===== config.mk =====
export PLATFORM = sky130hd
export DESIGN_NAME = pqed_front
export DESIGN_NICKNAME = d
export VERILOG_FILES = /design/src/hdl/pqed_pkg.sv /design/src/hdl/pqed_front.sv
export VERILOG_INCLUDE_DIRS = /design/src /design/src/hdl
export SDC_FILE = /design/constraint.sdc
export NUM_CORES = 1
export LEC_CHECK = 0
export ABC_AREA = 1
export BUFFER_PORTS_ARGS = -buffer_cell sky130_fd_sc_hd__buf_2
export CORE_ASPECT_RATIO = 0.9
export CORE_MARGIN = 3
export CORE_UTILIZATION = 55
export CTS_CLUSTER_DIAMETER = 200
export DETAILED_ROUTE_END_ITERATION = 7
export GPL_ROUTABILITY_DRIVEN = 1
export GPL_TIMING_DRIVEN = 1
export PLACE_DENSITY = 0.83
export SYNTH_ARGS = -nofsm -noshare
export SYNTH_HDL_FRONTEND = slang
export SYNTH_SLANG_ARGS = --single-unit
export TNS_END_PERCENT = 1

===== constraint.sdc =====
create_clock -name clk -period 6.7 [get_ports clk]
set_input_delay 0.335 -clock clk [delete_from_list [all_inputs] [get_ports clk]]
set_output_delay 0.335 -clock clk [all_outputs]
set_load 0.01 [all_outputs]

===== src/hdl/assert_macros.svh =====
// Assertion helper macros shared by the RTL modules.
// Expects clk and arst_n in the scope of the module that uses them.
`ifndef ASSERT_MACROS_SVH
`define ASSERT_MACROS_SVH

// Same-cycle implication, checked outside reset
`define CHK_SAME(label, ante, cons) \
	label: assert property (@(posedge clk) disable iff (!arst_n) (ante) |-> (cons)) \
		else $error("check failed");

// Next-cycle implication, checked outside reset
`define CHK_NEXT(label, ante, cons) \
	label: assert property (@(posedge clk) disable iff (!arst_n) (ante) |=> (cons)) \
		else $error("check failed");

`endif


===== src/hdl/pqed_pkg.sv =====
// Shared types, codes and helpers of the palette quantizer.
// No dependencies.
package pqed_pkg;

	localparam int DEF_MAX_WIDTH  = 2048;
	localparam int DEF_MAX_COLORS = 256;

	// input command codes
	localparam logic CMD_PALETTE = 1'b0;
	localparam logic CMD_PIXEL   = 1'b1;

	// configuration register indexes
	localparam int CFG_IDX_W = 3;
	localparam logic [CFG_IDX_W-1:0] REG_IMAGE_WIDTH   = 3'd0;
	localparam logic [CFG_IDX_W-1:0] REG_IMAGE_HEIGHT  = 3'd1;
	localparam logic [CFG_IDX_W-1:0] REG_COLOR_COUNT   = 3'd2;
	localparam logic [CFG_IDX_W-1:0] REG_DITHER_ENABLE = 3'd3;
	localparam int CFG_DATA_W = 16;

	// configuration reset values
	localparam logic [11:0] RST_IMAGE_WIDTH  = 12'd1;
	localparam logic [15:0] RST_IMAGE_HEIGHT = 16'd1;
	localparam logic [8:0]  RST_COLOR_COUNT  = 9'd256;

	// distance above any real squared RGB distance
	localparam logic [17:0] DIST_INIT = 18'(3 * 256 * 256);

	typedef struct packed {
		logic       command;
		logic [7:0] entry_index;
		logic [7:0] red;
		logic [7:0] green;
		logic [7:0] blue;
	} in_item_t;

	typedef struct packed {
		logic [7:0] color_index;
		logic [7:0] out_red;
		logic [7:0] out_green;
		logic [7:0] out_blue;
		logic       end_of_frame;
	} out_item_t;

	typedef enum logic {
		KIND_PALETTE,
		KIND_PIXEL
	} item_kind_t;

	// classified item between front and back; rgb[0] red, [1] green, [2] blue
	typedef struct packed {
		item_kind_t      kind;
		logic [7:0]      entry_index;
		logic [2:0][7:0] rgb;
	} front_item_t;

	typedef struct packed {
		logic [11:0] image_width;
		logic [15:0] image_height;
		logic [8:0]  color_count;
		logic        dither_enable;
	} cfg_t;

	typedef enum logic [3:0] {
		ST_CLEAR,
		ST_IDLE,
		ST_RDBUF,
		ST_ADJ,
		ST_SCAN,
		ST_DRAIN,
		ST_ERR,
		ST_WRA,
		ST_WRB,
		ST_OUT
	} back_state_t;

	// add a signed share to a pixel value, clamp to 0..255
	function automatic logic [7:0] add_clamp(input logic [7:0] p, input logic [7:0] d);
		logic signed [9:0] s;
		s = $signed({2'b00, p}) + $signed({{2{d[7]}}, d});
		if (s < 0)
			return 8'd0;
		else if (s > 10'sd255)
			return 8'd255;
		else
			return s[7:0];
	endfunction

endpackage


===== src/hdl/pqed_front.sv =====
// Front end: accepts input transactions, classifies them, queues them.
// Depends on pqed_pkg and assert_macros.svh.
`include "assert_macros.svh"
module pqed_front #(
	parameter int MAX_COLORS = pqed_pkg::DEF_MAX_COLORS
) (
	input  logic                  clk,
	input  logic                  arst_n,
	input  logic                  enable,
	input  logic                  in_valid,
	output logic                  in_ready,
	input  pqed_pkg::in_item_t    in_data,
	output logic                  item_valid,
	input  logic                  item_ready,
	output pqed_pkg::front_item_t item
);
	import pqed_pkg::*;

	localparam int QDEPTH = 2;

	front_item_t q_q [QDEPTH];
	logic        wr_ptr_q, rd_ptr_q;
	logic [1:0]  count_q;
	front_item_t cls;
	logic        keep, enq, deq, accepted;

	// classify: palette writes past the palette are dropped here
	always_comb begin
		cls.kind        = (in_data.command == CMD_PIXEL) ? KIND_PIXEL : KIND_PALETTE;
		cls.entry_index = in_data.entry_index;
		cls.rgb         = {in_data.blue, in_data.green, in_data.red};
		keep = (in_data.command == CMD_PIXEL) || (32'(in_data.entry_index) < MAX_COLORS);
	end

	assign in_ready   = enable && (count_q != 2'(QDEPTH));
	assign accepted   = in_valid && in_ready;
	assign enq        = accepted && keep;
	assign item_valid = (count_q != 2'd0);
	assign deq        = item_valid && item_ready;
	assign item       = q_q[rd_ptr_q];

	// queue pointers
	always_ff @(posedge clk or negedge arst_n) begin
		if (!arst_n) begin
			wr_ptr_q <= 1'b0;
			rd_ptr_q <= 1'b0;
			count_q  <= 2'd0;
		end else begin
			if (enq)
				wr_ptr_q <= ~wr_ptr_q;
			if (deq)
				rd_ptr_q <= ~rd_ptr_q;
			count_q <= count_q + 2'(enq) - 2'(deq);
		end
	end

	// queue storage
	always_ff @(posedge clk) begin
		if (enq)
			q_q[wr_ptr_q] <= cls;
	end

	`CHK_SAME(a_count_bound, 1'b1, count_q <= 2'(QDEPTH))
	`CHK_SAME(a_no_take_when_off, !enable, !in_ready)
	`CHK_NEXT(a_enq_grows, enq && !deq, count_q == $past(count_q) + 2'd1)
endmodule


# Word level (Yosys, flattened, before mapping)
# Memories as Yosys holds them, arrays and structs flattened.
# Index checks and enable logic that the tools add are counted.
dict set report word_totals {
  n_memories 1
  reg_bits 4
  word_cells 16
  out_inout_bits 35
  ramBits 66
}
# name depth word_bits read_ports rd_clocked_by_memory_dff wr line_no
set memory_table {}
lappend memory_table {q_q 2 33 1 0 1 pqed_front.sv:21} ;# front_item_t q_q [QDEPTH];
dict set report op_classes {
  n_addsub 2
  bitwise 2
  n_mux 3
  reduce_logical 4
  eq_ne 1
}
# op n
set op_table {}
lappend op_table {{$logic_and A1 B1 Y1} 3}
lappend op_table {{$mux W1} 3}
lappend op_table {{$add A2 B1 Y2} 1}
lappend op_table {{$ne A2 B2 Y1 const B} 1}
lappend op_table {{$not A1 Y1} 2}
lappend op_table {{$reduce_bool A2 Y1} 1}
lappend op_table {{$sub A2 B1 Y2} 1}

# Depth between registers and ports, before layout
# Gate-level depths: netlist of the first run.
dict set report logic_depth {
  depth_word 5
  ltp_mapped 10
  ltp_nobuf 10
}

# Worst setup path after synthesis of the first run
# OpenSTA, ideal clock, no wires.
dict set report synth_path {
  path_kind {reg-to-reg}
  startpoint {reg count_q[1]}
  endpoint {mem q_q[1][0] in the netlist's numbering (enable)}
  path_slack_ns 4.300
  arrival_ns 1.977
  setup_time_ns 0.423
  stages_incl_launch_ff 4
  cell_sequence {dfrtp_1 nand2_1 nand3_1 nor2_1}
}
dict set report synth_between {
  elab_chain_cells 5
}
# item line_no
set synth_lines {}
lappend synth_lines {{from (decl)} pqed_front.sv:23} ;# logic [1:0] count_q;
lappend synth_lines {{from (signal assigned)} pqed_front.sv:53} ;# count_q <= count_q + 2'(enq) - 2'(deq);
lappend synth_lines {{$ne A2 B2 Y1} pqed_front.sv:35} ;# assign in_ready = enable && (count_q != 2'(QDEPTH));
lappend synth_lines {{$logic_and A1 B1 Y1} pqed_front.sv:35}
lappend synth_lines {{$logic_and A1 B1 Y1} pqed_front.sv:36} ;# assign accepted = in_valid && in_ready;
lappend synth_lines {{$mux W1} pqed_front.sv:59} ;# if (enq)
lappend synth_lines {{$mux W1 (implied by the code)} pqed_front.sv:60} ;# q_q[wr_ptr_q] <= cls;
lappend synth_lines {{to (decl)} pqed_front.sv:21}
# Every way passes these cells.

==> results of run 1 <==
-- cells in the mapped netlist --
cell type	number	share of area
nand2_1	101	0.14
nand2_2	10	0.023
buf_4	2	0.0056
ha_1	2	0.0093
inv_1	8	0.011
nor2_1	1	0.0014
edfxtp_1	66	0.73
dfrtp_1	4	0.037
nand3_1	3	0.0056
buf_6	4	0.017
a21boi_0	1	0.0028
buf_8	1	0.0056
inv_8	1	0.0042
nand4_1	1	0.0023
-- cells by family after synthesis --
| kind of cell | after synthesis | synth area share |
|---|---|---|
| adders and majority gates | 2 | 0.00927 |
| buffers and inverters | 16 | 0.0431 |
| AOI/OAI and AO/OA | 1 | 0.00278 |
| and+or+nand+nor | 116 | 0.173 |
| DFF | 70 | 0.772 |
-- stage by stage --
stage	setup slack (ns)	power, mW	cell area (um^2)	instances	hold slack [ns]
2_1_floorplan	4.30	0.858	2700	205	0.0394
3_3_place_gp	4.59	0.966	3080	333	0.148
3_5_place_dp	4.58	0.973	3080	333	0.147
4_1_cts	4.21	1.33	3300	350	0.178
5_1_grt	3.98	1.40	3300	350	0.169
6_report	4.22	1.32	3300	350	0.192
-- how the worst max path moves through the flow --
stage,from,end,slack [ns],cells after the start
after floorplan,count_q[1],q_q[1][0],4.30,3
after global placement,rd_ptr_q,item[20],4.59,4
after detailed placement,rd_ptr_q,item[0],4.58,4
after CTS,rd_ptr_q,item[20],4.21,4
after global routing,rd_ptr_q,item[20],3.98,4
final,rd_ptr_q,item[20],4.22,4
-- power by group --
| group | switching (mW) | internal, mW |
|---|---|---|
| clock | 0.150 | 0.209 |
| sequential | 0.0534 | 0.547 |
| combinational | 0.226 | 0.134 |
| total | 0.429 | 0.890 |
-- flip-flops by register name (all words and copies together), names as in the netlist --
signal,cells
q_q,66
rd_ptr_q,1
wr_ptr_q,1
count_q,2
-- critical path: cells and delay by family (launching register included) --
kind / cells / cell delay (ns)
buf+inv: 2 / 0.39
simple gates: 2 / 0.21
flops: 1 / 1.20
-- timing repair --
item	CTS	global route
endpoints found under the setup margin	0	0
hold buffers	1	0
hold endpoints to repair	4	0
-- final cells by class --
type / count / area (um^2)
multi-input cells: 119 / 507
inverters: 9 / 41.3
clock buffers: 10 / 128
well taps: 62 / 77.6
fillers: 324 / 1310
clock inverters: 6 / 86.3
repair buffers: 74 / 378
flip-flops and latches: 70 / 2080
-- routing by layer --
layer | vias up | part of all wire | wire, um
li1 | 836 | - | -
met1 | 784 | 0.43 | 1950
met2 | 66 | 0.49 | 2220
met3 | 6 | 0.074 | 335
met4 | 0 | 0.010 | 46
met5 | - | 0 | 0
==> flow_summary.yaml, run 1 <==
run_status:
  status: "finished clean"
clock_tree:
  cts_buffers: 9
  clk_latency_ns: 0.33
  clock-sinks: 70
  cts-root-buf: "clkbuf_8"
  post_cts.repair.setup_buffers: 0
  cts_max_level: 3
  post_cts_resized: 0
  clkTransAtPathRegs_ns: 0.07
  cts_tree: "yes"
  cts_buffer_depth: 2
pwr:
  power_leakage_nw: 1.46
  ir_drop_v: 0.000223
  power_density_nw_per_um2: 400
routing:
  drc: 0
  via_per_inst: 4.83
  wl_per_cell_um: 13.0
  ant_nets: 0
  routed_wl_um: 4550
  first_iter_violations: 74
  firstDrtPassIters: 4
  num_vias: 1692
sta:
  worst_pin_slew_ns: 1.29
  grt_setup_unrepaired: "no"
  tns_ns: 0
  period_share: 0.370
  finalSetupViolations: 0
  hold_violations: 0
  drv_slew: 0
  slew_headroom: 0.139
  fin_crit_ns: 2.48
  skew_ns: 0.00437
  clock.fmax_mhz: 403
floorplanning:
  coreArea_um2: 4600
  fp.dieH_um: 72.4
  die_x_um: 79.8
  die-area_um2: 5780
  start_util: 0.586
  io-pin-count: 73
  rows: 23
global_routing:
  grt_use_total: 0.171
  grt_max_degree: 36
  met1_usage: 0.210
  gr-usage-met3: 0.0658
  grt_overflow_total: 0
  antenna_found_initial: 0
  top_usage_layer: "met2"
  grt_pass1_wl_um: 7260
  grtUsageMet2: 0.275
  grt_pass1_vias: 1657
finish:
  fin_util: 0.717
  diodes: 0
  final_common_cell: "nand2_1"
  area_delta_synth_final_pct: 22.3
  final_cell_mix: "nand2_1 (101), buf_2 (72), edfxtp_1 (66)"
  final_layout_size_suffix_gt1_frac: 0.347
  nets: 323
min_path:
  min_from: "in_data[15]"
  hold_depth: 1
  min_to: "q_q[0][15]"
  hold_path_class: "in -> reg"
worst_setup_path:
  cp.arrival_ns: 2.15
  reg2reg_depth: 3
  r2r_setup_slack_ns: 4.87
  r2r_start: "count_q[1]"
  critPathLaunchType: "register"
  crit_slowest_cell: "dfrtp_1"
  required_ns: 6.36
  endpoint_kind: "primary output"
  crit_type: "reg -> out"
  r2r_end: "q_q[1][27]"
  crit_chain: "inv_8 -> nand2_1 -> nand2_1 -> buf_2"
  cp_common_cell: "nand2_1"
  worstPathMaxFanout: 35
  cp_slowest_stage_delay_ns: 1.20
synthesis:
  synth_area_um2: 2700
  syn_inst: 205
  yosysWarningCount: 0
  syn_area_per_cell_um2: 13.2
  ys_seq_area_frac: 0.772
  synth.distinct_cells: 14
  synth_nets: 245
  ys_ff_latch: 70
placement:
  place.gp.congestion: 0.741
  dpl.hpwl_um: 2860
  port-buffer-count: 72
job:
  cap_viol_max_count: 0
Power figures use the tool's default switching activity.
==> inputs of run 2 (changes only) <==
--- a/config.mk
+++ b/config.mk
@@ -10,12 +10,12 @@
 export BUFFER_PORTS_ARGS = -buffer_cell sky130_fd_sc_hd__buf_2
 export CORE_ASPECT_RATIO = 0.9
 export CORE_MARGIN = 3
-export CORE_UTILIZATION = 55
+export CORE_UTILIZATION = 51
 export CTS_CLUSTER_DIAMETER = 200
 export DETAILED_ROUTE_END_ITERATION = 7
 export GPL_ROUTABILITY_DRIVEN = 1
 export GPL_TIMING_DRIVEN = 1
-export PLACE_DENSITY = 0.83
+export PLACE_DENSITY = 0.78
 export SYNTH_ARGS = -nofsm -noshare
 export SYNTH_HDL_FRONTEND = slang
 export SYNTH_SLANG_ARGS = --single-unit
==> constraint.sdc (replaced) <==
create_clock -name clk -period 2.3 [get_ports clk]
set_input_delay 0.115 -clock clk [delete_from_list [all_inputs] [get_ports clk]]
set_output_delay 0.115 -clock clk [all_outputs]
set_load 0.01 [all_outputs]
==> flow_summary.yaml, run 2 (synthesis results as in run 1) <==
pwr:
  switching_power_mw: 1.24
  power_leakage_nw: 1.59
  clockPowerShare: 0.212
  p_sw_frac: 0.339
  power_frac_comb: 0.326
  power_density_nw_per_um2: 1020
  pwr-share-seq: 0.462
  ir_drop_v: 0.000596
  p_int_mw: 2.43
global_routing:
  antenna_found_initial: 0
  grt_overflow_total: 0
  grt_use_total: 0.178
  grt_pass1_vias: 1703
  grt_max_degree: 35
  grt_pass1_wl_um: 7800
sta:
  tns_ns: 0
  drv_slew: 0
  worst_slack_ns: 0.503
  fin_crit_ns: 1.80
  clock.fmax_mhz: 556
  period_share: 0.781
  grt_setup_unrepaired: "no"
  worst_pin_slew_ns: 0.705
  hold_violations: 0
  finalSetupViolations: 0
  slew_headroom: 0.530
  skew_ns: 0.00452
worst_setup_path:
  endpoint_kind: "primary output"
  required_ns: 2.18
  cp_slowest_stage_delay_ns: 0.80
  r2r_start: "count_q[1]"
  crit_type: "reg -> out"
  crit_slowest_cell: "dfrtp_1"
  crit_chain: "inv_8 -> nand2_1 -> nand2_1 -> buf_2"
  critPathLaunchType: "register"
  cp.arrival_ns: 1.68
  worstPathMaxFanout: 34
  startpoint: "rd_ptr_q"
  cp_common_cell: "nand2_1"
clock_tree:
  clk_latency_ns: 0.32
  cts_tree: "yes"
  cts_hold_buf: 34
  clkTransAtPathRegs_ns: 0.06
  cts_max_level: 3
  cts-root-buf: "clkbuf_8"
  post_cts.repair.setup_buffers: 0
  post_cts_resized: 0
  clock-sinks: 70
  cts_buffer_depth: 2
  cts_buffers: 9
finish:
  final_layout_size_suffix_gt1_frac: 0.303
  final_common_cell: "nand2_1"
  nets: 359
  regMostFlops: "q_q"
  area_delta_synth_final_pct: 33.5
  largest_reg_flops: 66
  final_cell_mix: "nand2_1 (101), buf_2 (72), edfxtp_1 (66)"
  fin_area_um2: 3600
  fillers: 350
  top_regs: "q_q x66, count_q x2"
  diodes: 0
placement:
  place.gp.congestion: 0.741
  dpl_cell_area_um2: 3110
  dpl.hpwl_um: 3010
  place_ws_ns: 0.796
  port-buffer-count: 72
job:
  cap_viol_max_count: 0
min_path:
  min_from: "item_ready"
  hold_path_class: "in -> reg"
routing:
  first_iter_violations: 92
  num_vias: 1848
  via_per_inst: 4.76
  wl_per_cell_um: 13.5
  drc: 0
  firstDrtPassIters: 4
  routed_wl_um: 5220
  ant_nets: 0
floorplanning:
  die_x_um: 82.7
  io-pin-count: 73
  start_util: 0.541
  fp.dieH_um: 75.0
  coreArea_um2: 4980
  rows: 24
  die-area_um2: 6200
run_status:
  status: "finished clean"
run 2: power by group through the flow:
| stage | Sequential (mW) | Clock [mW] | Combinational (mW) |
|---|---|---|---|
| 2_1_floorplan | 1.67 | 0 | 0.835 |
| 3_3_place_gp | 1.72 | 0 | 1.14 |
| 3_5_place_dp | 1.72 | 0 | 1.16 |
| 4_1_cts | 1.70 | 0.786 | 1.21 |
| 5_1_grt | 1.72 | 0.853 | 1.34 |
| 6_report | 1.70 | 0.779 | 1.20 |
run 2: final cells by class:
cell class	count	area (um^2)	area share
flip-flops and latches	70	2080	0.578
clock inverters	3	12.5	0.00347
inverters	9	41.3	0.0115
repair buffers	110	743	0.206
multi-input cells	119	507	0.141
well taps	65	81.3	0.0226
clock buffers	12	135	0.0375
run 2: final timing paths:
kind	endpoint	slack, ns	cells past startpoint
worst max-delay path	item[28]	0.50	4
worst min-delay path	rd_ptr_q	0.05	3
worst max register to register	q_q[1][2]	0.77	4
worst min register to register	wr_ptr_q	0.48	2
max in group asynchronous	rd_ptr_q	2.06	2
min in group asynchronous	count_q[1]	0.12	2
run 2: worst max-delay path: cells and delay by family, from the launching register on:
kind / cells / cell delay, ns
buffers and inverters: 2 / 0.36
flip-flops: 1 / 0.80
AND/OR/NAND/NOR: 2 / 0.19
run 2: metal layers:
metal / GRT usage / routed length, um / up-vias
met5: 0 / 0 / -
met4: 0.0544 / 36 / 0
li1: - / - / 910
met2: 0.314 / 2690 / 70
met3: 0.0658 / 372 / 8
met1: 0.202 / 2120 / 860
run 2: through the flow:
stage	util	power, mW	std cells	hold slack (ns)
global route	0.723	3.91	388	0.0463
finish	0.723	3.67	388	0.0519
global placement	0.625	2.86	339	-0.0718
CTS	0.723	3.69	388	0.0381
detailed placement	0.625	2.88	339	-0.0706
floorplan	-	2.50	205	-0.181
